File: config.mk
export PLATFORM = sky130hd
export DESIGN_NAME = microwave_cooking_controller_core
export DESIGN_NICKNAME = d
export VERILOG_FILES = /design/src/rtl/mwc_pkg.sv /design/src/rtl/microwave_cooking_controller_core.sv /design/src/rtl/mwc_time_split.sv /design/src/rtl/mwc_state.sv
export SDC_FILE = /design/constraint.sdc
export NUM_CORES = 1
export LEC_CHECK = 0
export BUFFER_PORTS_ARGS = -buffer_cell sky130_fd_sc_hd__buf_4
export CAP_MARGIN = 20
export CORE_MARGIN = 5
export CORE_UTILIZATION = 60
export CTS_BUF_LIST = sky130_fd_sc_hd__clkbuf_16
export DETAILED_ROUTE_END_ITERATION = 12
export PLACE_DENSITY = 0.9
export SETUP_SLACK_MARGIN = 0.1
export SLEW_MARGIN = 20
export SYNTH_ARGS = -nofsm -noshare
export SYNTH_HDL_FRONTEND = slang
export SYNTH_SLANG_ARGS = --single-unit
File: constraint.sdc
create_clock -name clock -period 32.4 [get_ports clock]
set_clock_uncertainty 0.2 [all_clocks]
set_input_delay 3.24 -clock clock [delete_from_list [all_inputs] [get_ports clock]]
set_output_delay 3.24 -clock clock [all_outputs]
set_load 0.01 [all_outputs]
File: src/rtl/mwc_pkg.sv
`timescale 1ns / 1ps
// ----------------------------------------------------------------------------
// mwc_pkg
// Shared types, command codes and constants for the microwave cooking
// controller core.
// ----------------------------------------------------------------------------
package mwc_pkg;

   // Command codes carried by an input transaction.
   localparam logic [2:0] CMD_DIGIT  = 3'd0;
   localparam logic [2:0] CMD_START  = 3'd1;
   localparam logic [2:0] CMD_CANCEL = 3'd2;
   localparam logic [2:0] CMD_DOOR   = 3'd3;
   localparam logic [2:0] CMD_FOOD   = 3'd4;
   localparam logic [2:0] CMD_TICK   = 3'd5;

   localparam int DIGIT_COUNT  = 4;
   localparam int DIGIT_BASE   = 10;
   localparam int SECS_PER_MIN = 60;

   // Largest count that fits the MM:SS display (99:59), and the clamp values.
   localparam logic [12:0] DISPLAY_MAX  = 13'd5999;
   localparam logic [6:0]  CLAMP_MINS   = 7'd99;
   localparam logic [6:0]  CLAMP_SECS   = 7'd59;
   localparam logic [3:0]  MAX_KEY      = 4'd9;

   // Reciprocal of sixty scaled by two to the twentieth, rounded up. Exact
   // quotient for every count up to the display limit.
   localparam int          RECIP_SHIFT  = 20;
   localparam logic [14:0] RECIP_60     = 15'd17477;

   typedef struct packed {
      logic [2:0] command;
      logic [3:0] key_digit;
   } req_type;

   typedef struct packed {
      logic        heating;
      logic        door_closed;
      logic        food_present;
      logic        time_entered;
      logic [3:0]  minute_tens;
      logic [3:0]  minute_ones;
      logic [3:0]  second_tens;
      logic [3:0]  second_ones;
      logic [12:0] remaining_seconds;
   } rsp_type;

   typedef struct packed {
      logic [3:0] minute_tens;
      logic [3:0] minute_ones;
      logic [3:0] second_tens;
      logic [3:0] second_ones;
   } digits_type;

   // Tens digit of a value below one hundred, by parallel threshold compares.
   function automatic logic [3:0] tens_of(input logic [6:0] value);
      logic [8:0] above;
      for (int k = 1; k <= 9; k++) begin
         above[k-1] = (value >= 7'(k * DIGIT_BASE));
      end
      return 4'($countones(above));
   endfunction

   // Ones digit of a value below one hundred, given its tens digit.
   function automatic logic [3:0] ones_of(input logic [6:0] value, input logic [3:0] tens);
      logic [6:0] tens_x10;
      tens_x10 = (7'(tens) << 3) + (7'(tens) << 1);
      return 4'(value - tens_x10);
   endfunction

endpackage

File: src/rtl/microwave_cooking_controller_core.sv
// An accepted input transaction waits in the input register, then its status
// transaction in the result register. Throughput: one transaction per cycle
// unless the result channel stalls, set by the single state update path.
// Reset: synchronous and active high; clears the digits, the time-set flag,
// the remaining count, heating, the door flag (open) and the food flag.
`timescale 1ns / 1ps
// ----------------------------------------------------------------------------
// microwave_cooking_controller_core
// Microwave oven controller: keypad entry, start and cancel, door and food
// sensing and a one-second countdown, one status transaction per event.
// ----------------------------------------------------------------------------
module microwave_cooking_controller_core (
   input  logic              clock,
   input  logic              reset,
   input  logic              req_valid,
   output logic              req_ready,
   input  mwc_pkg::req_type  req_data,
   output logic              rsp_valid,
   input  logic              rsp_ready,
   output mwc_pkg::rsp_type  rsp_data
);
   import mwc_pkg::*;

   logic    in_valid_ff;
   logic    in_valid_in;
   req_type in_data_ff;
   logic    rsp_valid_ff;
   logic    rsp_valid_in;
   rsp_type rsp_data_ff;
   rsp_type next_status;
   logic    out_free;
   logic    step;

   // Handshake control: the input stage advances whenever the result
   // register is empty or being drained.
   assign out_free     = !rsp_valid_ff || rsp_ready;
   assign step         = in_valid_ff && out_free;
   assign req_ready    = !in_valid_ff || out_free;
   assign in_valid_in  = (req_valid && req_ready) || (in_valid_ff && !step);
   assign rsp_valid_in = step || (rsp_valid_ff && !rsp_ready);

   // Input register.
   always_ff @(posedge clock) begin
      if (reset) begin
         in_valid_ff <= 1'b0;
      end else begin
         in_valid_ff <= in_valid_in;
      end
   end

   always_ff @(posedge clock) begin
      if (req_valid && req_ready) begin
         in_data_ff <= req_data;
      end
   end

   // Event handling and oven state.
   mwc_state u_state (
      .clock       (clock),
      .reset       (reset),
      .step        (step),
      .req         (in_data_ff),
      .next_status (next_status)
   );

   // Result register.
   always_ff @(posedge clock) begin
      if (reset) begin
         rsp_valid_ff <= 1'b0;
      end else begin
         rsp_valid_ff <= rsp_valid_in;
      end
   end

   always_ff @(posedge clock) begin
      if (step) begin
         rsp_data_ff <= next_status;
      end
   end

   assign rsp_valid = rsp_valid_ff;
   assign rsp_data  = rsp_data_ff;

`ifndef SYNTH
   // Heating always has seconds left to count.
   a_heat_has_time: assert property (@(posedge clock) disable iff (reset)
      (rsp_valid_ff && rsp_data_ff.heating) |-> (rsp_data_ff.remaining_seconds != '0))
      else $error("heating reported with no seconds remaining");

   // The remaining count is zero whenever the oven is idle.
   a_idle_no_time: assert property (@(posedge clock) disable iff (reset)
      (rsp_valid_ff && !rsp_data_ff.heating) |-> (rsp_data_ff.remaining_seconds == '0))
      else $error("seconds remaining while idle");

   // Heating implies the time is set.
   a_heat_time_set: assert property (@(posedge clock) disable iff (reset)
      (rsp_valid_ff && rsp_data_ff.heating) |-> rsp_data_ff.time_entered)
      else $error("heating without the time set");

   // A held input transaction keeps its payload until it moves on.
   a_input_hold: assert property (@(posedge clock) disable iff (reset)
      (in_valid_ff && !step) |=> (in_valid_ff && $stable(in_data_ff)))
      else $error("input register lost a stalled transaction");

   // Every applied transaction produces a result.
   a_step_result: assert property (@(posedge clock) disable iff (reset)
      step |=> rsp_valid_ff)
      else $error("applied transaction produced no result");
`endif

endmodule

File: src/rtl/mwc_time_split.sv
`timescale 1ns / 1ps
// ----------------------------------------------------------------------------
// mwc_time_split
// Converts a count of seconds into the four MM:SS display digits, clamping
// to 99:59 when the count is too large for the display.
// ----------------------------------------------------------------------------
module mwc_time_split (
   input  logic [12:0]            seconds,
   output mwc_pkg::digits_type    digits
);
   import mwc_pkg::*;

   logic [27:0] product;
   logic [6:0]  mins;
   logic [12:0] mins_x60;
   logic [6:0]  secs;
   logic [6:0]  mins_sel;
   logic [6:0]  secs_sel;
   logic [3:0]  mins_tens;
   logic [3:0]  secs_tens;

   // Minutes by reciprocal multiplication, seconds as the remainder.
   assign product  = 28'(seconds) * 28'(RECIP_60);
   assign mins     = 7'(product >> RECIP_SHIFT);
   assign mins_x60 = (13'(mins) << 6) - (13'(mins) << 2);
   assign secs     = 7'(seconds - mins_x60);

   // Counts beyond the display show the largest displayable time.
   assign mins_sel = (seconds > DISPLAY_MAX) ? CLAMP_MINS : mins;
   assign secs_sel = (seconds > DISPLAY_MAX) ? CLAMP_SECS : secs;

   // Split both halves into decimal digits.
   assign mins_tens = tens_of(mins_sel);
   assign secs_tens = tens_of(secs_sel);

   assign digits.minute_tens = mins_tens;
   assign digits.minute_ones = ones_of(mins_sel, mins_tens);
   assign digits.second_tens = secs_tens;
   assign digits.second_ones = ones_of(secs_sel, secs_tens);

endmodule

File: src/rtl/mwc_state.sv
`timescale 1ns / 1ps
// ----------------------------------------------------------------------------
// mwc_state
// Oven state registers and event handling. Applies one transaction per
// enabled cycle and presents the resulting status for the output register.
// ----------------------------------------------------------------------------
module mwc_state (
   input  logic              clock,
   input  logic              reset,
   input  logic              step,
   input  mwc_pkg::req_type  req,
   output mwc_pkg::rsp_type  next_status
);
   import mwc_pkg::*;

   localparam logic [1:0] LAST_POS = 2'(DIGIT_COUNT - 1);

   logic [3:0]  digit_ff [DIGIT_COUNT];
   logic [3:0]  digit_in [DIGIT_COUNT];
   logic [1:0]  entry_ff;
   logic [1:0]  entry_in;
   logic        time_set_ff;
   logic        time_set_in;
   logic [12:0] seconds_ff;
   logic [12:0] seconds_in;
   logic        heating_ff;
   logic        heating_in;
   logic        door_ff;
   logic        door_in;
   logic        food_ff;
   logic        food_in;

   logic [6:0]  entry_mins;
   logic [6:0]  entry_secs;
   logic [12:0] total;
   logic [12:0] seconds_dec;
   digits_type  shown;

   // Total cooking time from the entered digits.
   assign entry_mins = (7'(digit_ff[0]) << 3) + (7'(digit_ff[0]) << 1) + 7'(digit_ff[1]);
   assign entry_secs = (7'(digit_ff[2]) << 3) + (7'(digit_ff[2]) << 1) + 7'(digit_ff[3]);
   assign total      = (13'(entry_mins) << 6) - (13'(entry_mins) << 2) + 13'(entry_secs);

   // Display digits for the count after one tick.
   assign seconds_dec = seconds_ff - 13'd1;

   mwc_time_split u_time_split (
      .seconds (seconds_dec),
      .digits  (shown)
   );

   // Next state for the transaction being applied.
   always_comb begin
      digit_in    = digit_ff;
      entry_in    = entry_ff;
      time_set_in = time_set_ff;
      seconds_in  = seconds_ff;
      heating_in  = heating_ff;
      door_in     = door_ff;
      food_in     = food_ff;

      if (step) begin
         unique case (req.command)
            CMD_DIGIT: begin
               if (!heating_ff && !time_set_ff && (req.key_digit <= MAX_KEY)) begin
                  digit_in[entry_ff] = req.key_digit;
                  if (entry_ff == LAST_POS) begin
                     entry_in    = '0;
                     time_set_in = 1'b1;
                  end else begin
                     entry_in = entry_ff + 2'd1;
                  end
               end
            end
            CMD_START: begin
               if (!heating_ff && time_set_ff && food_ff && door_ff) begin
                  if (total != '0) begin
                     seconds_in = total;
                     heating_in = 1'b1;
                  end else begin
                     digit_in    = '{default: '0};
                     entry_in    = '0;
                     time_set_in = 1'b0;
                     seconds_in  = '0;
                  end
               end
            end
            CMD_CANCEL: begin
               heating_in  = 1'b0;
               digit_in    = '{default: '0};
               entry_in    = '0;
               time_set_in = 1'b0;
               seconds_in  = '0;
            end
            CMD_DOOR: begin
               door_in = !door_ff;
            end
            CMD_FOOD: begin
               food_in = !food_ff;
            end
            CMD_TICK: begin
               if (heating_ff) begin
                  // The last second, or an already empty count, ends cooking.
                  if (seconds_ff <= 13'd1) begin
                     heating_in  = 1'b0;
                     digit_in    = '{default: '0};
                     entry_in    = '0;
                     time_set_in = 1'b0;
                     seconds_in  = '0;
                  end else begin
                     seconds_in  = seconds_dec;
                     digit_in[0] = shown.minute_tens;
                     digit_in[1] = shown.minute_ones;
                     digit_in[2] = shown.second_tens;
                     digit_in[3] = shown.second_ones;
                  end
               end
            end
            default: begin
            end
         endcase
      end
   end

   // State registers.
   always_ff @(posedge clock) begin
      if (reset) begin
         digit_ff    <= '{default: '0};
         entry_ff    <= '0;
         time_set_ff <= 1'b0;
         seconds_ff  <= '0;
         heating_ff  <= 1'b0;
         door_ff     <= 1'b0;
         food_ff     <= 1'b0;
      end else begin
         digit_ff    <= digit_in;
         entry_ff    <= entry_in;
         time_set_ff <= time_set_in;
         seconds_ff  <= seconds_in;
         heating_ff  <= heating_in;
         door_ff     <= door_in;
         food_ff     <= food_in;
      end
   end

   // Status after the transaction, captured by the output register.
   assign next_status.heating           = heating_in;
   assign next_status.door_closed       = door_in;
   assign next_status.food_present      = food_in;
   assign next_status.time_entered      = time_set_in;
   assign next_status.minute_tens       = digit_in[0];
   assign next_status.minute_ones       = digit_in[1];
   assign next_status.second_tens       = digit_in[2];
   assign next_status.second_ones       = digit_in[3];
   assign next_status.remaining_seconds = seconds_in;

endmodule

## Word-level counts from Yosys, hierarchy flattened

Index checks and enable logic that the tools add are counted.

| operators by class | value |
|---|---|
| $add $sub $neg | 30 |
| $mul | 1 |
| magnitude comparators | 23 |
| equal/unequal tests | 11 |
| muxes and demuxes | 43 |
| bitwise operators | 1 |
| reductions and logical operators | 26 |

Operator list:

| operator | number |
|---|---|
| $mux 16 | 6 |
| $mux 13 | 5 |
| $pmux 16 s4 | 1 |
| $ge 7x6->1 const B | 6 |
| $ge 7x7->1 const B | 6 |
| $pmux 13 s3 | 1 |
| $ge 7x5->1 const B | 4 |
| $mul 13x15->27 const B | 1 |
| $add 1x1->2 | 8 |
| $bwmux 16 | 1 |
| $mux 1 | 16 |
| $add 7x4->7 | 2 |
| $add 7x5->7 | 2 |
| $ge 7x4->1 const B | 2 |
| $mux 7 | 2 |
| $sub 7x7->7 | 2 |
| $add 13x7->13 | 1 |
| $gt 13x13->1 const B | 1 |
| $le 13x1->1 const B | 1 |
| $reduce_bool 13->1 | 1 |
| $sub 13x1->13 const B | 1 |
| $sub 13x9->13 | 1 |
| $add 2x2->3 | 4 |
| $mux 2 | 6 |
| other kinds (26) | 54 |

| word-level totals | value |
|---|---|
| flip-flop bits (word level) | 77 |
| bits of input ports | 11 |
| output and inout port bits | 35 |
| logic and storage cells | 158 |

## Longest topological paths before layout

Gate-level depths: netlist of run 1.

| logic depth | value |
|---|---|
| word-level depth | 16 |
| mapped depth | 49 |
| mapped depth without buffers | 48 |

## Cells and area by module

Synthesis of run 1 repeated with hierarchy kept, for this count alone.

| second synthesis, totals | value |
|---|---|
| cells, all modules | 856 |
| area total of the unflattened synthesis | 7,719.9 µm² |

By module, submodules not included:

| module | times used | cells each | area an instance (µm²) | seq. area each (µm²) |
|---|---|---|---|---|
| mwc_state | 1 | 472 | 3,598.5 | 700.7 |
| mwc_time_split | 1 | 334 | 2,816.5 | 0.0 |
| microwave_cooking_controller_core | 1 | 50 | 1,305.0 | 1,241.2 |

## Worst setup path after synthesis of run 1

OpenSTA, ideal clock, no wires.

| timing path | value |
|---|---|
| path kind | reg-to-reg |
| start point | register u_state.seconds_ff[0] |
| end point | register u_state.digit_ff[3] (netlist bit) |
| library setup time | 0.103 ns |
| data arrival time | 11.378 ns |
| data required time | 32.097 ns |
| slack | 20.718 ns |
| stages on the path, launching flop included | 46 |
| path buffers | 1 |
| period minus slack after synthesis | 11.682 ns |
| path through | dfxtp_1 inv_1 ha_1 or3b_1 clkbuf_1 nor4_1 xnor2_1 inv_1 ha_1 fa_1 inv_1 fa_1 inv_1 fa_1 ha_1 a2111oi_0 o221ai_1 a32oi_1 [... 10 more ...] xnor2_1 nor2b_1 o21ai_0 fa_1 inv_1 fa_1 inv_1 fa_1 fa_1 fa_1 inv_1 ha_1 a211oi_1 a31oi_1 or4b_1 nand3_2 nor3_1 a2111oi_2 |

| between the ends | value |
|---|---|
| cells in the longest elaborated chain, start to end | 16 |
| elaborated cells between the ends (all ways) | 30 |
| classes of those cells | add/sub (13); mul (1); order compare (11); mux (5) |

Ends and longest elaborated chain:

| element | line | source |
|---|---|---|
| from (decl) | mwc_state.sv:24 | `logic [12:0] seconds_ff;` |
| from (signal assigned) | mwc_state.sv:139 | `seconds_ff <= seconds_in;` |
| $sub 13x1->13 | mwc_state.sv:45 | `assign seconds_dec = seconds_ff - 13'd1;` |
| $mul 13x15->27 | mwc_time_split.sv:23 | `assign product = 28'(seconds) * 28'(RECIP_60);` |
| $sub 7x7->7 | mwc_time_split.sv:25 | `assign mins_x60 = (13'(mins) << 6) - (13'(mins) << 2);` |
| $sub 7x7->7 | mwc_time_split.sv:26 | `assign secs = 7'(seconds - mins_x60);` |
| $mux 7 | mwc_time_split.sv:30 | `assign secs_sel = (seconds > DISPLAY_MAX) ? CLAMP_SECS : secs;` |
| $ge 7x4->1, or another cell as far along | mwc_pkg.sv:60 | `above[k-1] = (value >= 7'(k * DIGIT_BASE));` |
| $add 1x1->2 (implied by the code) | mwc_pkg.sv:62 | `return 4'($countones(above));` |
| $add 2x2->3 (implied by the code) | mwc_pkg.sv:62 |  |
| $add 3x3->4 (implied by the code) | mwc_pkg.sv:62 |  |
| $add 4x1->4 (implied by the code) | mwc_pkg.sv:62 |  |
| $add 4x4->4 | mwc_pkg.sv:68 | `tens_x10 = (7'(tens) << 3) + (7'(tens) << 1);` |
| $sub 4x4->4 | mwc_pkg.sv:69 | `return 4'(value - tens_x10);` |
| $mux 16 * | mwc_state.sv:104 | `if (seconds_ff <= 13'd1) begin` |
| $mux 16 * | mwc_state.sv:102 | `if (heating_ff) begin` |
| $pmux 16 s4 * | mwc_state.sv:63 | `unique case (req.command)` |
| $mux 16 * | mwc_state.sv:62 | `if (step) begin` |
| to (signal assigned) | mwc_state.sv:136 | `digit_ff <= digit_in;` |
| to (decl) | mwc_state.sv:18 | `logic [3:0] digit_ff [DIGIT_COUNT];` |

Mark *: on every way between the ends. The rest lies on a longest branch, timed or not.
A chain may end at the register's enable or synchronous reset.

## Worst setup path in the final report of run 1

Same ends and word-level chain as after synthesis.

==> metrics.md, run 1 <==
| Metric | Value |
|---|---|
| Status | `completed` |
| Total setup buffers inserted after CTS | `0` |
| Clock sink count | `77` |
| Initial antenna violation count | `0` |
| Total track usage | `26.5%` |
| Total vias in the final route | `6619` |
| I/O pin cnt | `46` |
| Max Root-Sink Buffers | `2` |
| First-pass DRT Iterations | `6` |
| CTS Hold Buffers Added | `0` |
| Ys Warns | `0` |
| Max-slew violations | `0` |
| Pwr/cell area | `27.1 nW/um^2` |
| Worst Path Buf+Inv | `7` |
| Final hold violation count | `0` |
| Synth Cell Area | `7750 sq um` |
| Synth async-reset ratio | `0%` |
| Post-synth top flop | `edfxtp_1` |
| CP Class | `flop to flop` |
| Slowest stage delay, CP | `0.56 ns` |
| Root buf cell | `clkbuf_16` |
| DRC | `0` |
| Die width | `124 microns` |
| TNS Setup | `0 ns` |
| Yosys reg bits | `77` |
| Largest net degree at the start of global routing | `38` |
| Initial Util | `61.4%` |
| Crit-path max FO | `8` |
| Top cell family by delay on the critical path | `adder cells` |
| Die area | `15300 sq um` |
| Cell internal pwr | `0.000179 W` |
| Distinct cell type count of the synthesized netlist | `70` |
| Final setup viols | `0` |
| Pleak | `3.90 nW` |
| Detailed Route WL | `19600 microns` |
| Die H | `124 microns` |
| Routability cong. | `0.935` |
| Transition time of the tightest slew-check pin | `1.02 ns` |
| Flop pwr share | `46.3%` |
| Slew margin rel. | `31.6%` |
| CTS resizes | `0` |
| CP Launch Type | `flop` |
| Design Area, Final | `8550 sq um` |
| Clock slew at reported path FFs | `0.06 ns` |
| First-pass GRT wire length | `31800 microns` |
| DP HPWL | `15600 microns` |
| Drt initial violations | `756` |
| Post-synth EDFFs | `40` |
| Via density | `6.15` |
| Tot Pwr | `0.000231 W` |
| F_max | `76.9 MHz` |
| Seq/Total Area, Yosys | `25.1%` |
| Rows | `41` |
| Area after DPL | `8230 sq um` |
| Avg Synthesized Cell Area | `8.94 sq um` |
| Hold Path Class | `flop to flop` |
| Grt total ovfl | `0` |
| Core Region | `12600 sq um` |
| ANT cells | `0` |
| Clock power share | `45.4%` |
| CP most frequent cell | `fa_1` |
| Port Buffers | `45` |
| Antenna Nets Post-Route | `0` |
| Post-Place Setup Slack | `19.53 ns` |
| H-tree depth | `3` |
| Share of cells above drive strength 1 | `9.39%` |
| Syn Inst Count | `867` |
| Slowest CP cell | `fa_1` |
| Vias in the first global route | `6523` |
| Mapped Nets | `1029` |
| RSZ-0062 raised after global routing | `false` |
| Clock latency on the worst-skew pair | `0.34 ns` |
| TritonCTS Buffers | `9` |
| Layout fillers | `974` |
| TritonCTS clock tree | `done` |
| # nets final | `1062` |
| Worst setup EP type | `flop` |
| Worst setup margin | `19.40 ns` |
| Area Growth Syn to Fin | `10.3%` |
| VDD IR max | `0.0340 mV` |
| Switching share of power | `22.4%` |
| Switching power total | `0.0000517 W` |
| Final Cycle Share | `40.1%` |
| Max cap viols | `0` |
| Req. time, crit path | `32.44 ns` |
| Comb pwr share | `8.3%` |
| Drt wl/cell | `18.2 microns` |
| Tmin final | `13.00 ns` |
| Worst Path Arrival | `13.03 ns` |
[power by group through the flow]
stage,Sequential [W],Combinational [W],Clock (W)
4_1_cts,0.000107,0.0000190,0.000106
6_report,0.000107,0.0000193,0.000105
3_3_place_gp,0.000109,0.0000183,0
2_1_floorplan,0.000109,0.0000112,0
3_5_place_dp,0.000109,0.0000187,0
5_1_grt,0.000107,0.0000207,0.000110
[worst register-to-register path: cells and delay by family (launching register included)]
family / cells / cell delay (ns)
AO/OA/AOI/OAI: 10 / 2.26
XOR/XNOR: 5 / 0.91
adder cells (fa/ha/maj): 13 / 5.72
buffers and inverters: 7 / 0.69
flip-flops: 1 / 0.39
AND/OR/NAND/NOR: 9 / 2.74
[synthesized netlist by cell type, drive strengths merged (13+ instances only)]
cell type | instances | area [sq um]
o21ai | 48 | 251
ha | 119 | 1490
nand2b | 19 | 119
xnor2 | 36 | 323
nor3 | 26 | 130
inv | 103 | 387
nand2 | 53 | 199
nor2b | 32 | 203
dfxtp | 37 | 741
edfxtp | 40 | 1200
nor2 | 56 | 210
fa | 32 | 641
clkbuf | 20 | 75.1
a22oi | 13 | 97.6
a21oi | 43 | 215
[cell usage in the layout (no fill, tap or decap), drive strengths merged, types with 6 or more instances in the layout]
cell type,netlist,routed
mux2i,6,6
nor2,56,56
o21a,8,8
buf,6,48
nand2,53,53
o21ai,48,48
dfxtp,37,37
and3,12,12
edfxtp,40,40
xnor2,36,36
xor2,10,10
a22o,7,7
a31oi,10,10
or3,10,10
nand3,12,12
or2,8,8
a22oi,13,13
a21oi,43,43
ha,119,119
inv,103,104
a21o,10,10
fa,32,32
nand2b,19,19
nor3,26,26
nor2b,32,32
clkbuf,20,9
nor4,8,8
[cell families (layout without fill, tap and decap cells)]
group / count (synthesis) / count (layout) / synth area share (%)
flip-flops: 77 / 77 / 25.1
AO/OA/AOI/OAI: 196 / 196 / 17.0
AND/OR/NAND/NOR: 261 / 261 / 17.7
multiplexers: 6 / 6 / 0.775
XOR/XNOR: 47 / 47 / 5.59
buffers and inverters: 129 / 167 / 6.36
adder cells (fa/ha/maj): 151 / 151 / 27.5
[worst paths after layout]
check	from	to	slack, ns	depth (start not counted)
setup / recovery	u_state.seconds_ff[0]	u_state.digit_ff[3]	19.40	44
hold / removal	u_state.digit_ff[1]	u_state.digit_ff[1]	0.33	2
setup reg to reg	u_state.seconds_ff[0]	u_state.digit_ff[3]	19.40	44
hold reg to reg	u_state.digit_ff[1]	u_state.digit_ff[1]	0.33	2
[stage by stage]
stage / hold WS, ns / std cells / utilization, %
5_1_grt: 0.331 / 1077 / 67.7
3_5_place_dp: 0.300 / 1061 / 65.2
3_3_place_gp: 0.277 / 1061 / 65.2
2_1_floorplan: 0.263 / 867 / -
6_report: 0.325 / 1077 / 67.7
4_1_cts: 0.316 / 1077 / 67.7
[state kept, by name, summed over array words and instances (netlist names)]
name,count
u_state.time_set_ff,1
in_valid_ff,1
u_state.digit_ff,16
u_state.heating_ff,1
u_state.entry_ff,2
u_state.food_ff,1
u_state.door_ff,1
rsp_valid,1
u_state.seconds_ff,13
rsp_data,33
in_data_ff,7
[routing by layer]
metal / vias to the layer above / track usage, % / part of all wire [%]
met3: 64 / 5.59 / 9.0
met1: 3047 / 34.6 / 41
li1: 3147 / - / -
met5: - / 0 / 0
met4: 0 / 9.34 / 2.9
met2: 361 / 43.5 / 47
[area by class of cell]
type / count / area (sq um) / area share (%)
timing repair buffer: 48 / 360 / 4.22
clock buffer: 9 / 225 / 2.64
inverter: 103 / 387 / 4.52
multi-input combinational: 661 / 5330 / 62.3
tap: 172 / 215 / 2.52
clock inverter: 7 / 91.3 / 1.07
sequential: 77 / 1940 / 22.7
Power figures use the tool's default switching activity.
==> inputs of run 2 (changes only) <==
CORE_UTILIZATION = 57   (was 60)
PLACE_DENSITY = 0.89   (was 0.9)
clock period = 11.9 ns   (was 32.4 ns; I/O delays follow)
==> metrics.md, run 2 (synthesized netlist as in run 1, its figures left out) <==
| Metric | Value |
|---|---|
| Hold Path End | `rsp_valid` |
| CP most frequent cell | `inv_1` |
| RSZ-0062 raised after global routing | `false` |
| Die area | `16000 sq um` |
| Worst Path Arrival | `11.54 ns` |
| TritonCTS clock tree | `done` |
| # nets final | `1089` |
| Tmin final | `11.50 ns` |
| Clock latency on the worst-skew pair | `0.34 ns` |
| Via density | `6.37` |
| Area Growth Syn to Fin | `14.7%` |
| Most common cell after layout, fill and taps aside | `ha_1` |
| CP Class | `flop to flop` |
| Layout Utilization | `66.8%` |
| Max-slew violations | `0` |
| Detailed Route WL | `21200 microns` |
| Share of cells above drive strength 1 | `15.0%` |
| Crit-path max FO | `8` |
| Initial antenna violation count | `0` |
| Top cell family by delay on the critical path | `adder cells` |
| Max reg flops | `33` |
| Core Region | `13300 sq um` |
| Worst setup EP type | `flop` |
| Rows | `42` |
| F_max | `87.0 MHz` |
| Max Root-Sink Buffers | `2` |
| DRC | `0` |
| Largest net degree at the start of global routing | `38` |
| Routability cong. | `0.939` |
| Hold_sp | `in_valid_ff` |
| H-tree depth | `3` |
| VDD IR max | `0.0714 mV` |
| Worst-case reg-to-reg path depth | `44` |
| Total vias in the final route | `7057` |
| Final setup viols | `0` |
| Tot Pwr | `0.000639 W` |
| Slowest CP cell | `or4_4` |
| Worst Path Buf+Inv | `8` |
| TritonCTS Buffers | `9` |
| Transition time of the tightest slew-check pin | `1.05 ns` |
| Slew margin rel. | `29.8%` |
| Antenna Nets Post-Route | `0` |
| Die H | `127 microns` |
| Pleak | `4.04 nW` |
| Pwr/cell area | `71.9 nW/um^2` |
| Worst Setup SP | `u_state.seconds_ff[0]` |
| Vias in the first global route | `6996` |
| Req. time, crit path | `11.94 ns` |
| Status | `completed` |
| Slowest stage delay, CP | `0.57 ns` |
| Final hold violation count | `0` |
| Clock sink count | `77` |
| Grt total ovfl | `0` |
| Initial Util | `58.3%` |
| Drt wl/cell | `19.2 microns` |
| First-pass GRT wire length | `33400 microns` |
| Final Cycle Share | `96.6%` |
| Total track usage | `25.5%` |
| First-pass DRT Iterations | `6` |
| Port Buffers | `45` |
| Hold Path Class | `flop to flop` |
| Root buf cell | `clkbuf_16` |
| Clock slew at reported path FFs | `0.06 ns` |
| Die width | `127 microns` |
| I/O pin cnt | `46` |
| RR Startpoint | `u_state.seconds_ff[0]` |
| Drt initial violations | `937` |
| CP Launch Type | `flop` |
| Max cap viols | `0` |
| Flop2flop setup slack | `0.40 ns` |
| DP HPWL | `15600 microns` |
| Crit. path cell count | `44` |
| Most frequent cells in the layout | `ha_1, inv_1, buf_4` |
| Hold path cells | `2` |
| Worst R2R End | `u_state.digit_ff[3]` |
-- run 2: cell types whose count changed in the layout (fill, tap and decap cells not counted), sizes merged --
cell	before	now
buf	48	75
clkinv	4	3
diode	0	1
-- run 2: per-stage QoR --
step	hold slack, ns	area, sq um	worst slack, ns	TNS (ns)	cells
3_3_place_gp	0.273	8390	0.225	0	1086
4_1_cts	0.324	8750	0.101	0	1102
5_1_grt	0.343	8880	0.0508	0	1107
3_5_place_dp	0.314	8390	-0.227	-0.354	1086
6_report	0.326	8880	0.403	0	1108
2_1_floorplan	0.263	7750	0.218	0	867
-- run 2: layer usage --
metal,GRT usage (%),share of wire (%),up-vias
li1,-,-,3189
met1,31.8,39,3332
met2,41.6,47,431
met3,5.72,8.9,105
met4,12.7,4.7,0
met5,0,0,-
-- run 2: worst reg2reg max path, delay by kind of cell, from the launching register on --
kind,cells,cell delay [ns]
AO/OA/AOI/OAI,8,1.60
XOR/XNOR,4,0.75
adder cells (fa/ha/maj),13,4.91
buffers and inverters,8,0.58
flip-flops,1,0.37
AND/OR/NAND/NOR,11,3.03
-- run 2: final cells by class --
class                           count  area [sq um]
Tap cell                          176           220
Fill cell                         966          4410
Sequential cell                    77          1950
Timing Repair Buffer               75           563
Multi-Input combinational cell    661          5450
Clock inverter                      6          87.6
Clock buffer                        9           225
Antenna cell                        1          2.50
Inverter                          103           387
-- run 2: how the worst max path moves through the flow --
stage | endpoint | slack [ns]
final | u_state.digit_ff[3] | 0.40
after global routing | u_state.digit_ff[3] | 0.05
after CTS | u_state.digit_ff[3] | 0.10
after detailed placement | u_state.digit_ff[3] | -0.23
after global placement | u_state.digit_ff[3] | 0.23
after floorplan | u_state.digit_ff[3] | 0.22
-- run 2: timing repair --
item,CTS,global route
resized for setup,11,26
setup buffers,1,5
hold buffers,0,0
gates cloned,0,0
setup endpoints to repair,2,2
pin swaps,2,10
-- run 2: report_power, final --
group / switching (W) / internal (W) / total, W
Sequential: 0.00000521 / 0.000286 / 0.000291
Combinational: 0.0000335 / 0.0000203 / 0.0000537
Clock: 0.000111 / 0.000183 / 0.000294
==> inputs of run 3 (changes only) <==
REMOVE_ABC_BUFFERS = 1   (was default)
==> metrics.md, run 3 (synthesized netlist as in run 1, its figures left out) <==
| Metric | Value |
|---|---|
| Status | `completed` |
| Switching power total | `0.000151 W` |
| Area Growth Syn to Fin | `15.4%` |
| Transition time of the tightest slew-check pin | `1.05 ns` |
| Clock sink count | `77` |
| H-tree depth | `3` |
| Clock slew at reported path FFs | `0.07 ns` |
| Worst Path Arrival | `11.35 ns` |
| Total track usage | `24.1%` |
| Post-Place Setup Slack | `-0.139 ns` |
| Final setup viols | `0` |
| I/O pin cnt | `46` |
| ANT cells | `0` |
| Drt wl/cell | `17.8 microns` |
| TritonCTS Buffers | `9` |
| Switching share of power | `24.3%` |
| CP Class | `flop to flop` |
| Share of cells above drive strength 1 | `15.2%` |
| Grt total ovfl | `0` |
| Cell internal pwr | `0.000470 W` |
| Tmin final | `11.31 ns` |
| First-pass GRT wire length | `31700 microns` |
| VDD IR max | `0.0831 mV` |
| First-pass DRT Iterations | `5` |
| Antenna Nets Post-Route | `0` |
| Largest net degree at the start of global routing | `38` |
| Max Root-Sink Buffers | `2` |
| Clock power share | `44.4%` |
| Port Buffers | `45` |
| Max cap viols | `0` |
| Slowest CP cell | `or4b_1` |
| Slowest stage delay, CP | `0.55 ns` |
| Total vias in the final route | `6864` |
| Final Cycle Share | `95.1%` |
| Die width | `127 microns` |
| # nets final | `1090` |
| Pwr/cell area | `69.5 nW/um^2` |
| CP Launch Type | `flop` |
| Routability cong. | `0.999` |
| Rows | `42` |
| Crit-path max FO | `8` |
| Vias in the first global route | `6837` |
| Top cell family by delay on the critical path | `adder cells` |
| Most frequent cells in the layout | `ha_1, inv_1, buf_4` |
| Initial antenna violation count | `0` |
| Die area | `16000 sq um` |
| CP most frequent cell | `fa_1` |
| Via density | `6.19` |
| Clock latency on the worst-skew pair | `0.35 ns` |
| Flop pwr share | `46.8%` |
| Detailed Route WL | `19800 microns` |
| Placed cell count | `1087` |
| Max reg flops | `33` |
| Flop2flop setup slack | `0.59 ns` |
| Worst setup EP type | `flop` |
| Root buf cell | `clkbuf_16` |
| Layout fillers | `1003` |
| Max-slew violations | `0` |
| RSZ-0062 raised after global routing | `false` |
| Slew margin rel. | `29.1%` |
| Hold Path Class | `flop to flop` |
| Comb pwr share | `8.8%` |
| Initial Util | `58.3%` |
| Core Region | `13300 sq um` |
| Most common cell after layout, fill and taps aside | `ha_1` |
| Pleak | `4.07 nW` |
| Die H | `127 microns` |
| DRC | `0` |
| Final hold violation count | `0` |
| Worst setup margin | `0.589 ns` |
| F_max | `88.4 MHz` |
| Drt initial violations | `799` |
| TritonCTS clock tree | `done` |
| Worst Path Buf+Inv | `9` |
| Non-filler cells, final | `1109` |
| CTS Hold Buffers Added | `0` |
| DP HPWL | `14800 microns` |
| Req. time, crit path | `11.94 ns` |
==> run 3: cell count changes in the layout (fill, tap and decap cells not counted), sizes merged <==
cell      previous run  this run
buf                 75        76
bufinv               2         1
clkinv               3         2
clkinvlp             0         1
diode                1         0
inv                104       106
==> run 3: power by group through the flow <==
stage | sequential, W | clock (W) | combinational [W]
after floorplan | 0.000298 | 0 | 0.0000279
after global placement | 0.000296 | 0 | 0.0000501
after detailed placement | 0.000296 | 0 | 0.0000515
after CTS | 0.000291 | 0.000276 | 0.0000521
after global routing | 0.000292 | 0.000291 | 0.0000586
final | 0.000291 | 0.000276 | 0.0000544
==> run 3: per-layer routing <==
metal / GRT usage [%] / part of all wire (%) / vias to the layer above / wire, microns
li1: - / - / 3210 / -
met1: 30.5 / 41 / 3244 / 8070
met2: 40.5 / 47 / 337 / 9340
met3: 4.71 / 8.1 / 73 / 1610
met4: 9.59 / 3.7 / 0 / 731
met5: 0 / 0 / - / 0
==> run 3: repair_timing <==
action,in CTS,in global routing
gates resized for setup,11,30
endpoints found under the setup margin,2,3
buffers inserted,1,4
pin swaps,1,18
cloned,0,0
==> run 3: through the flow <==
step,total power (W),cell area [sq um],hold slack [ns],utilization [%],TNS [ns]
after global routing,0.000641,8940,0.326,67.3,0
after global placement,0.000346,8390,0.276,63.1,0
after CTS,0.000619,8730,0.298,65.7,0
final,0.000621,8940,0.303,67.3,0
after detailed placement,0.000348,8390,0.288,63.1,-0.139
after floorplan,0.000326,7640,0.257,-,0
==> run 3: cell type report <==
cell class                      instances  area (sq um)  share of cell area (%)
Clock inverter                          7          71.3                   0.798
Tap cell                              176           220                    2.46
Multi-Input combinational cell        661          5500                    61.6
Timing Repair Buffer                   76           591                    6.60
Inverter                              103           387                    4.32
Clock buffer                            9           225                    2.52
Sequential cell                        77          1940                    21.7
==> run 3: worst paths after layout <==
path,start,to,depth (start not counted)
max,u_state.seconds_ff[0],u_state.digit_ff[3],46
min,u_state.digit_ff[1],u_state.digit_ff[1],2
max reg2reg,u_state.seconds_ff[0],u_state.digit_ff[3],46
min reg2reg,u_state.digit_ff[1],u_state.digit_ff[1],2
==> run 3: worst reg2reg max path, delay by kind of cell, from the launching register on <==
family          cells  cell delay, ns
compound gates      9            1.71
xor+xnor            5            0.89
fa+ha+maj          13            5.13
buf+inv             9            0.89
flops               1            0.36
simple gates       10            2.04
